$ cat config.mk
export PLATFORM = sky130hd
export DESIGN_NAME = handle_deque_with_search
export DESIGN_NICKNAME = d
export VERILOG_FILES = /design/src/rtl/hdq_pkg.sv /design/src/rtl/hdq_ram.sv /design/src/rtl/hdq_dp.sv /design/src/rtl/hdq_ctrl.sv /design/src/rtl/handle_deque_with_search.sv
export SDC_FILE = /design/constraint.sdc
export NUM_CORES = 1
export LEC_CHECK = 0
export ABC_CLOCK_PERIOD_IN_PS = 9200
export BUFFER_PORTS_ARGS = -buffer_cell sky130_fd_sc_hd__buf_2
export CAP_MARGIN = 25
export CORE_MARGIN = 2
export CORE_UTILIZATION = 57
export DETAILED_ROUTE_END_ITERATION = 16
export HOLD_SLACK_MARGIN = 0.1
export PLACE_DENSITY = 0.74
export SETUP_SLACK_MARGIN = 0.02
export SLEW_MARGIN = 20
export SYNTH_ARGS = -nofsm -noshare
export SYNTH_HDL_FRONTEND = slang
export SYNTH_SLANG_ARGS = --single-unit
$ cat constraint.sdc
create_clock -name clk -period 9.2 [get_ports clk]
set_clock_uncertainty 0.15 [all_clocks]
set_input_delay 0.92 -clock clk [delete_from_list [all_inputs] [get_ports clk]]
set_output_delay 0.92 -clock clk [all_outputs]
set_load 0.01 [all_outputs]
$ cat src/rtl/hdq_pkg.sv
// Shared types, constants and helpers for the handle deque.
// Used by the datapath, controller, top level and testbench; depends on nothing.
package hdq_pkg;

    // Ring size and derived widths
    localparam int DEPTH  = 16;
    localparam int IDX_W  = (DEPTH > 1) ? $clog2(DEPTH) : 1;
    localparam int CNT_W  = $clog2(DEPTH + 1);
    localparam int HDL_W  = 32;
    localparam int REQ_W  = 2;
    localparam int STAT_W = 2;

    typedef logic [IDX_W-1:0] idx_t;
    typedef logic [CNT_W-1:0] cnt_t;
    typedef logic [HDL_W-1:0] hdl_t;

    typedef enum logic [REQ_W-1:0] {
        REQ_PUSH_BACK  = 2'd0,
        REQ_PUSH_FRONT = 2'd1,
        REQ_POP_BACK   = 2'd2,
        REQ_SEARCH     = 2'd3
    } req_t;

    typedef enum logic [STAT_W-1:0] {
        STATUS_DONE  = 2'd0,
        STATUS_EMPTY = 2'd1,
        STATUS_FULL  = 2'd2
    } status_t;

    typedef enum logic [1:0] {
        ST_IDLE,
        ST_EXEC,
        ST_SCAN,
        ST_FINISH
    } state_t;

    // Controller to datapath
    typedef struct packed {
        logic latch_req;
        logic exec;
        logic scan_next;
        logic set_found;
        logic load_out;
    } hdq_cmd_t;

    // Datapath to controller
    typedef struct packed {
        req_t req;
        logic is_empty;
        logic match;
        logic scan_last;
        logic out_free;
    } hdq_stat_t;

    // Ring slot of base + off, both below DEPTH
    function automatic idx_t slot_add(input idx_t base, input idx_t off);
        logic [IDX_W:0] sum;
        sum = {1'b0, base} + {1'b0, off};
        if (sum >= (IDX_W+1)'(DEPTH))
        begin
            sum = sum - (IDX_W+1)'(DEPTH);
        end
        return sum[IDX_W-1:0];
    endfunction

    // Ring slot one before base
    function automatic idx_t slot_dec(input idx_t base);
        idx_t res;
        if (base == '0)
        begin
            res = IDX_W'(DEPTH - 1);
        end
        else
        begin
            res = base - IDX_W'(1);
        end
        return res;
    endfunction

endpackage

$ cat src/rtl/hdq_ram.sv
// Generic single-write, single-read RAM with registered read data.
// Stand-alone; no package dependencies.
module hdq_ram #(
    parameter int WIDTH = 32,
    parameter int DEPTH = 16
) (
    input  logic                     clk,
    input  logic                     we,
    input  logic [$clog2(DEPTH)-1:0] waddr,
    input  logic [WIDTH-1:0]         wdata,
    input  logic                     re,
    input  logic [$clog2(DEPTH)-1:0] raddr,
    output logic [WIDTH-1:0]         rdata
);

    logic [WIDTH-1:0] mem_reg [DEPTH];
    logic [WIDTH-1:0] rdata_reg;

    // Write port
    always_ff @(posedge clk)
    begin
        if (we)
        begin
            mem_reg[waddr] <= wdata;
        end
    end

    // Registered read; hold data between reads
    always_ff @(posedge clk)
    begin
        if (re)
        begin
            rdata_reg <= mem_reg[raddr];
        end
    end

    assign rdata = rdata_reg;

endmodule

$ cat src/rtl/hdq_dp.sv
// Datapath of the handle deque: ring pointers, entry RAM, search compare
// and output register. Depends on hdq_pkg and hdq_ram.
module hdq_dp (
    input  logic              clk,
    input  logic              rst_n,
    input  hdq_pkg::hdq_cmd_t cmd,
    output hdq_pkg::hdq_stat_t stat,
    input  logic [1:0]        req_type,
    input  logic [31:0]       handle_in,
    output logic              out_valid,
    input  logic              out_stall,
    output logic [1:0]        status,
    output logic [31:0]       handle_out,
    output logic              found,
    output logic              is_empty
);

    hdq_pkg::req_t    req_reg;
    hdq_pkg::hdl_t    handle_reg;
    hdq_pkg::idx_t    front_reg, front_next;
    hdq_pkg::cnt_t    count_reg, count_next;
    hdq_pkg::idx_t    scan_reg, scan_next;
    hdq_pkg::status_t res_status_reg, res_status_next;
    logic             res_found_reg, res_found_next;
    logic             pop_ok_reg, pop_ok_next;
    logic             out_valid_reg, out_valid_next;
    logic [1:0]       status_reg;
    hdq_pkg::hdl_t    handle_out_reg;
    logic             found_reg;
    logic             is_empty_reg;

    logic             full;
    logic             empty;
    logic             ram_we;
    hdq_pkg::idx_t    ram_waddr;
    logic             ram_re;
    hdq_pkg::idx_t    ram_raddr;
    hdq_pkg::hdl_t    ram_rdata;
    hdq_pkg::idx_t    scan_inc;

    assign full     = (count_reg == hdq_pkg::CNT_W'(hdq_pkg::DEPTH));
    assign empty    = (count_reg == '0);
    assign scan_inc = scan_reg + hdq_pkg::IDX_W'(1);

    // Latch the request
    always_ff @(posedge clk)
    begin
        if (cmd.latch_req)
        begin
            req_reg    <= hdq_pkg::req_t'(req_type);
            handle_reg <= handle_in;
        end
    end

    // Execute the request against the ring
    always_comb
    begin
        front_next      = front_reg;
        count_next      = count_reg;
        scan_next       = scan_reg;
        res_status_next = res_status_reg;
        res_found_next  = res_found_reg;
        pop_ok_next     = pop_ok_reg;
        ram_we          = 1'b0;
        ram_waddr       = front_reg;
        ram_re          = 1'b0;
        ram_raddr       = front_reg;
        if (cmd.exec)
        begin
            res_status_next = hdq_pkg::STATUS_DONE;
            res_found_next  = 1'b0;
            pop_ok_next     = 1'b0;
            unique case (req_reg)
                hdq_pkg::REQ_PUSH_BACK:
                begin
                    if (full)
                    begin
                        res_status_next = hdq_pkg::STATUS_FULL;
                    end
                    else
                    begin
                        ram_we     = 1'b1;
                        ram_waddr  = hdq_pkg::slot_add(front_reg,
                                         count_reg[hdq_pkg::IDX_W-1:0]);
                        count_next = count_reg + hdq_pkg::CNT_W'(1);
                    end
                end
                hdq_pkg::REQ_PUSH_FRONT:
                begin
                    if (full)
                    begin
                        res_status_next = hdq_pkg::STATUS_FULL;
                    end
                    else
                    begin
                        front_next = hdq_pkg::slot_dec(front_reg);
                        ram_we     = 1'b1;
                        ram_waddr  = front_next;
                        count_next = count_reg + hdq_pkg::CNT_W'(1);
                    end
                end
                hdq_pkg::REQ_POP_BACK:
                begin
                    if (empty)
                    begin
                        res_status_next = hdq_pkg::STATUS_EMPTY;
                    end
                    else
                    begin
                        count_next  = count_reg - hdq_pkg::CNT_W'(1);
                        ram_re      = 1'b1;
                        ram_raddr   = hdq_pkg::slot_add(front_reg,
                                          count_next[hdq_pkg::IDX_W-1:0]);
                        pop_ok_next = 1'b1;
                    end
                end
                hdq_pkg::REQ_SEARCH:
                begin
                    // Start the scan at the front entry
                    scan_next = '0;
                    ram_re    = !empty;
                    ram_raddr = front_reg;
                end
                default:
                begin
                    res_status_next = hdq_pkg::STATUS_DONE;
                end
            endcase
        end
        else if (cmd.scan_next)
        begin
            scan_next = scan_inc;
            ram_re    = 1'b1;
            ram_raddr = hdq_pkg::slot_add(front_reg, scan_inc);
        end
        if (cmd.set_found)
        begin
            res_found_next = 1'b1;
        end
    end

    // Ring pointers
    always_ff @(posedge clk or negedge rst_n)
    begin
        if (!rst_n)
        begin
            front_reg <= '0;
            count_reg <= '0;
        end
        else
        begin
            front_reg <= front_next;
            count_reg <= count_next;
        end
    end

    // Working result
    always_ff @(posedge clk)
    begin
        scan_reg       <= scan_next;
        res_status_reg <= res_status_next;
        res_found_reg  <= res_found_next;
        pop_ok_reg     <= pop_ok_next;
    end

    hdq_ram #(
        .WIDTH (hdq_pkg::HDL_W),
        .DEPTH (hdq_pkg::DEPTH)
    ) u_ram (
        .clk   (clk),
        .we    (ram_we),
        .waddr (ram_waddr),
        .wdata (handle_reg),
        .re    (ram_re),
        .raddr (ram_raddr),
        .rdata (ram_rdata)
    );

    // Output register: load on finish, drop once taken
    always_comb
    begin
        if (cmd.load_out)
        begin
            out_valid_next = 1'b1;
        end
        else if (!out_stall)
        begin
            out_valid_next = 1'b0;
        end
        else
        begin
            out_valid_next = out_valid_reg;
        end
    end

    always_ff @(posedge clk or negedge rst_n)
    begin
        if (!rst_n)
        begin
            out_valid_reg <= 1'b0;
        end
        else
        begin
            out_valid_reg <= out_valid_next;
        end
    end

    always_ff @(posedge clk)
    begin
        if (cmd.load_out)
        begin
            status_reg     <= res_status_reg;
            handle_out_reg <= pop_ok_reg ? ram_rdata : '0;
            found_reg      <= res_found_reg;
            is_empty_reg   <= empty;
        end
    end

    assign out_valid  = out_valid_reg;
    assign status     = status_reg;
    assign handle_out = handle_out_reg;
    assign found      = found_reg;
    assign is_empty   = is_empty_reg;

    // Status to the controller
    assign stat.req       = req_reg;
    assign stat.is_empty  = empty;
    assign stat.match     = (ram_rdata == handle_reg);
    assign stat.scan_last = ((hdq_pkg::CNT_W'(scan_reg) + hdq_pkg::CNT_W'(1)) == count_reg);
    assign stat.out_free  = !out_valid_reg || !out_stall;

    a_count_bound: assert property (@(posedge clk) disable iff (!rst_n)
        count_reg <= hdq_pkg::CNT_W'(hdq_pkg::DEPTH))
        else $error("entry count above ring depth");

    a_load_free: assert property (@(posedge clk) disable iff (!rst_n)
        cmd.load_out |-> (!out_valid_reg || !out_stall))
        else $error("result loaded over a pending result");

    a_push_count: assert property (@(posedge clk) disable iff (!rst_n)
        cmd.exec && !full &&
        (req_reg == hdq_pkg::REQ_PUSH_BACK || req_reg == hdq_pkg::REQ_PUSH_FRONT)
        |=> count_reg == $past(count_reg) + hdq_pkg::CNT_W'(1))
        else $error("push did not grow the queue");

    a_scan_range: assert property (@(posedge clk) disable iff (!rst_n)
        cmd.scan_next |-> !stat.scan_last && !empty)
        else $error("scan advanced beyond the last entry");

endmodule

$ cat src/rtl/hdq_ctrl.sv
// Controller state machine of the handle deque: sequences accept,
// execute, scan and result hand-off. Depends on hdq_pkg.
module hdq_ctrl (
    input  logic               clk,
    input  logic               rst_n,
    input  logic               in_valid,
    output logic               in_stall,
    input  hdq_pkg::hdq_stat_t stat,
    output hdq_pkg::hdq_cmd_t  cmd
);

    hdq_pkg::state_t state_reg, state_next;

    // Next state
    always_comb
    begin
        state_next = state_reg;
        unique case (state_reg)
            hdq_pkg::ST_IDLE:
            begin
                if (in_valid)
                begin
                    state_next = hdq_pkg::ST_EXEC;
                end
            end
            hdq_pkg::ST_EXEC:
            begin
                if (stat.req == hdq_pkg::REQ_SEARCH && !stat.is_empty)
                begin
                    state_next = hdq_pkg::ST_SCAN;
                end
                else
                begin
                    state_next = hdq_pkg::ST_FINISH;
                end
            end
            hdq_pkg::ST_SCAN:
            begin
                if (stat.match || stat.scan_last)
                begin
                    state_next = hdq_pkg::ST_FINISH;
                end
            end
            hdq_pkg::ST_FINISH:
            begin
                if (stat.out_free)
                begin
                    state_next = hdq_pkg::ST_IDLE;
                end
            end
            default:
            begin
                state_next = hdq_pkg::ST_IDLE;
            end
        endcase
    end

    always_ff @(posedge clk or negedge rst_n)
    begin
        if (!rst_n)
        begin
            state_reg <= hdq_pkg::ST_IDLE;
        end
        else
        begin
            state_reg <= state_next;
        end
    end

    // Commands to the datapath
    always_comb
    begin
        cmd      = '0;
        in_stall = 1'b1;
        unique case (state_reg)
            hdq_pkg::ST_IDLE:
            begin
                in_stall      = 1'b0;
                cmd.latch_req = in_valid;
            end
            hdq_pkg::ST_EXEC:
            begin
                cmd.exec = 1'b1;
            end
            hdq_pkg::ST_SCAN:
            begin
                cmd.set_found = stat.match;
                cmd.scan_next = !stat.match && !stat.scan_last;
            end
            hdq_pkg::ST_FINISH:
            begin
                cmd.load_out = stat.out_free;
            end
            default:
            begin
                in_stall = 1'b1;
            end
        endcase
    end

    a_accept_exec: assert property (@(posedge clk) disable iff (!rst_n)
        in_valid && !in_stall |=> state_reg == hdq_pkg::ST_EXEC)
        else $error("accepted request not executed next");

    a_one_cmd: assert property (@(posedge clk) disable iff (!rst_n)
        $onehot0({cmd.latch_req, cmd.exec, cmd.scan_next, cmd.load_out}))
        else $error("conflicting datapath commands");

endmodule

$ cat src/rtl/handle_deque_with_search.sv
// Handle deque: push back, push front, pop back and search of a ring.
// A request is latched on accept, executed, and its result loaded into the output
// register before a new request is taken. A search first scans the ring from the
// front, one entry per cycle through one RAM read and compare, up to DEPTH entries.
// A waiting result lets one more request in, which holds until the result is taken.
// Reset (rst_n, asynchronous) empties the queue; RAM contents are not cleared.
module handle_deque_with_search (
    input  logic        clk,
    input  logic        rst_n,
    input  logic        in_valid,
    output logic        in_stall,
    input  logic [1:0]  req_type,
    input  logic [31:0] handle_in,
    output logic        out_valid,
    input  logic        out_stall,
    output logic [1:0]  status,
    output logic [31:0] handle_out,
    output logic        found,
    output logic        is_empty
);

    hdq_pkg::hdq_cmd_t  cmd;
    hdq_pkg::hdq_stat_t stat;

    hdq_ctrl u_ctrl (
        .clk      (clk),
        .rst_n    (rst_n),
        .in_valid (in_valid),
        .in_stall (in_stall),
        .stat     (stat),
        .cmd      (cmd)
    );

    hdq_dp u_dp (
        .clk        (clk),
        .rst_n      (rst_n),
        .cmd        (cmd),
        .stat       (stat),
        .req_type   (req_type),
        .handle_in  (handle_in),
        .out_valid  (out_valid),
        .out_stall  (out_stall),
        .status     (status),
        .handle_out (handle_out),
        .found      (found),
        .is_empty   (is_empty)
    );

endmodule

==> flow_metrics.tcl <==
set metrics [dict create \
    status "complete, no violations" \
    cts_tree "yes" \
    drt_iter0_markers 1524 \
    vias_per_cell 6.11 \
    initial_utilization_pct 57.8 \
    synthTopCellsByCount "edfxtp_1, mux2i_1, o22ai_1" \
    fin_util_pct 64.9 \
    synth_edf_count 621 \
    grt_overflow 0 \
    grt_use_met2_pct 39.7 \
    maxCapViolCount 0 \
    synth_cells 1395 \
    pwr_density_cell_mw_per_mm2 376 \
    routed_wl_um 55600 \
    cellLeakagePower_nw 10.0 \
    die_h_um 213 \
    yosys.cell_count.top_type "edfxtp_1" \
    cts.path.max_buffers 3 \
    syn_avg_cell_area_um2 17.9 \
    clock_latency_ns 0.63 \
    grt_pass1_vias 12696 \
    wl_per_cell_um 26.1 \
    yosys_register_bits 634 \
    hold_ws_ns 0.273 \
    hold_viol 0 \
    numCtsBuffers 59 \
    period_needed_ns 5.85 \
    crit_fanout 42 \
    setup_viol 0 \
    hpwl_um 28400 \
    end_kind "register" \
    hp-class "register to register" \
    cp.required_ns 9.39 \
    top_usage_layer "met2" \
    ys_warn_count 0 \
    synth_flop_cell "edfxtp_1" \
    grt_usage_pct 24.8 \
    ios 76 \
    fmax_mhz 171 \
    ant_nets 0 \
    seq_area_frac_synth_pct 76.0 \
    fin_area_mm2 0.0280 \
    gp_congestion 0.784 \
    clock_sinks 634 \
    area_growth_pct 12.2 \
    vias 13044 \
    met1_usage_pct 34.9 \
    drc 0 \
    dpl_cell_area_mm2 0.0261 \
    clk_pin_slew_ns 0.06 \
    cts-root-buf "clkbuf_16" \
    dieArea_mm2 0.0455 \
    peakVddDrop_v 0.000500 \
    nNetsFinal 1562 \
    first_pass_iters 5 \
    drive_above_1_share_pct 14.9 \
    worst_pin_slew_ns 1.05 \
    yosys-top-cells-area "edfxtp_1, mux2i_1, o22ai_1" \
    diodes 0 \
    core_area_mm2 0.0432 \
    grt_antenna_before_repair 0 \
    max_slew_margin_pct 30.3 \
    ys_types 62 \
    worst_ep_arrival_time_ns 6.05 \
    grt_pass1_wl_um 80900 \
    synth_area_mm2 0.0250 \
    fin_crit_sh_pct 63.6 \
    use_met3_pct 4.15 \
    portBuffers 75 \
    cts.htree.levels 2 \
    syn-num-nets 1455 \
    grt_setup_unrepaired "no" \
    fp.dieW_um 213 \
    row_count 76 \
    grt_max_degree 67 \
    critPathLaunchType "register" \
    largest_reg_flops 512 \
    synth.largest_area_cell "edfxtp_1" \
    slew_violations 0 \
    synthArstFlopShare_pct 1.89 \
    path_class "register to register" \
    timing.setup.tns_ns 0 \
    synth_top_area_share_pct 74.7 \
]
-- worst paths after layout --
path                                        startpoint                    to  depth (start not counted)  slack [ns]
min in group asynchronous                        rst_n     u_dp.count_reg[1]                          2        0.60
worst max register to register     u_dp.handle_reg[10]  u_dp.u_ram.rdata[14]                         11        3.35
worst min-delay path            u_dp.res_status_reg[1]        u_dp.status[1]                          0        0.27
worst min register to register  u_dp.res_status_reg[1]        u_dp.status[1]                          0        0.27
worst max-delay path               u_dp.handle_reg[10]  u_dp.u_ram.rdata[14]                         11        3.35
max in group asynchronous                        rst_n     u_dp.front_reg[1]                          2        8.06
-- routing by layer --
metal	vias to the layer above	part of all wire, %
met1	6614	41
met4	0	3.1
met5	-	0
met2	575	47
li1	5756	-
met3	99	8.7
-- where the power goes --
| part | internal, mW | switching (mW) |
|---|---|---|
| combinational | 1.62 | 2.45 |
| clock | 1.38 | 1.02 |
| sequential | 3.77 | 0.283 |
-- through the flow --
stage          power [mW]  cells  worst slack (ns)
2_1_floorplan        7.07   1395              4.81
3_3_place_gp         8.06   2025              3.59
3_5_place_dp         8.16   2025              3.44
4_1_cts              10.6   2135              3.42
5_1_grt              11.0   2135              3.15
6_report             10.5   2135              3.35
-- critical path, stage by stage, from the launching register on --
cell and delay, ns:
edfxtp_1 0.62, xor2_1 0.28, nor4_2 0.61, nand4_1 0.59, o211ai_4 0.50, mux2_4 0.35, o21ai_4 0.30, buf_4 0.52
buf_4 0.68, mux2i_1 0.29, o22ai_1 0.09, or4_1 0.53
-- kinds of logic (layout without fill, tap and decap cells) --
family	after synthesis	count (layout)	share of synthesized area [%]
compound gates	175	175	4.66
fa+ha+maj	22	22	1.19
xor+xnor	54	54	1.95
flops	634	634	76.0
simple gates	171	171	3.95
mux	261	261	10.5
buf+inv	78	233	1.80
-- final cells by class --
cell class                      instances  area, µm²
Sequential cell                       634      19000
Tap cell                              585        732
Clock buffer                           73       1580
Fill cell                            2973      15100
Multi-Input combinational cell        683       5700
Inverter                               14       52.6
Clock inverter                         36        348
Timing Repair Buffer                  110        644
-- repair_timing --
action | in CTS | in global routing
hold endpoints to repair | 12 | 0
resized for setup | 0 | 0
setup buffers | 0 | 0
hold buffers | 1 | 0
-- cells in the final DEF (no fill, tap or decap), types with 13 or more instances in the layout --
| cell type | Yosys | routed |
|---|---|---|
| edfxtp_1 | 621 | 621 |
| mux2i_1 | 259 | 259 |
| o22ai_1 | 128 | 128 |
| buf_2 | 30 | 75 |
| clkbuf_16 | 0 | 60 |
| xor2_1 | 42 | 42 |
| or4_1 | 33 | 33 |
| and2_1 | 34 | 33 |
| buf_4 | 8 | 33 |
| nand2_1 | 25 | 25 |
| nor2_1 | 35 | 19 |
| ha_1 | 19 | 19 |
| nor2_4 | 0 | 16 |
| inv_1 | 13 | 13 |
Power figures use the tool's default switching activity.
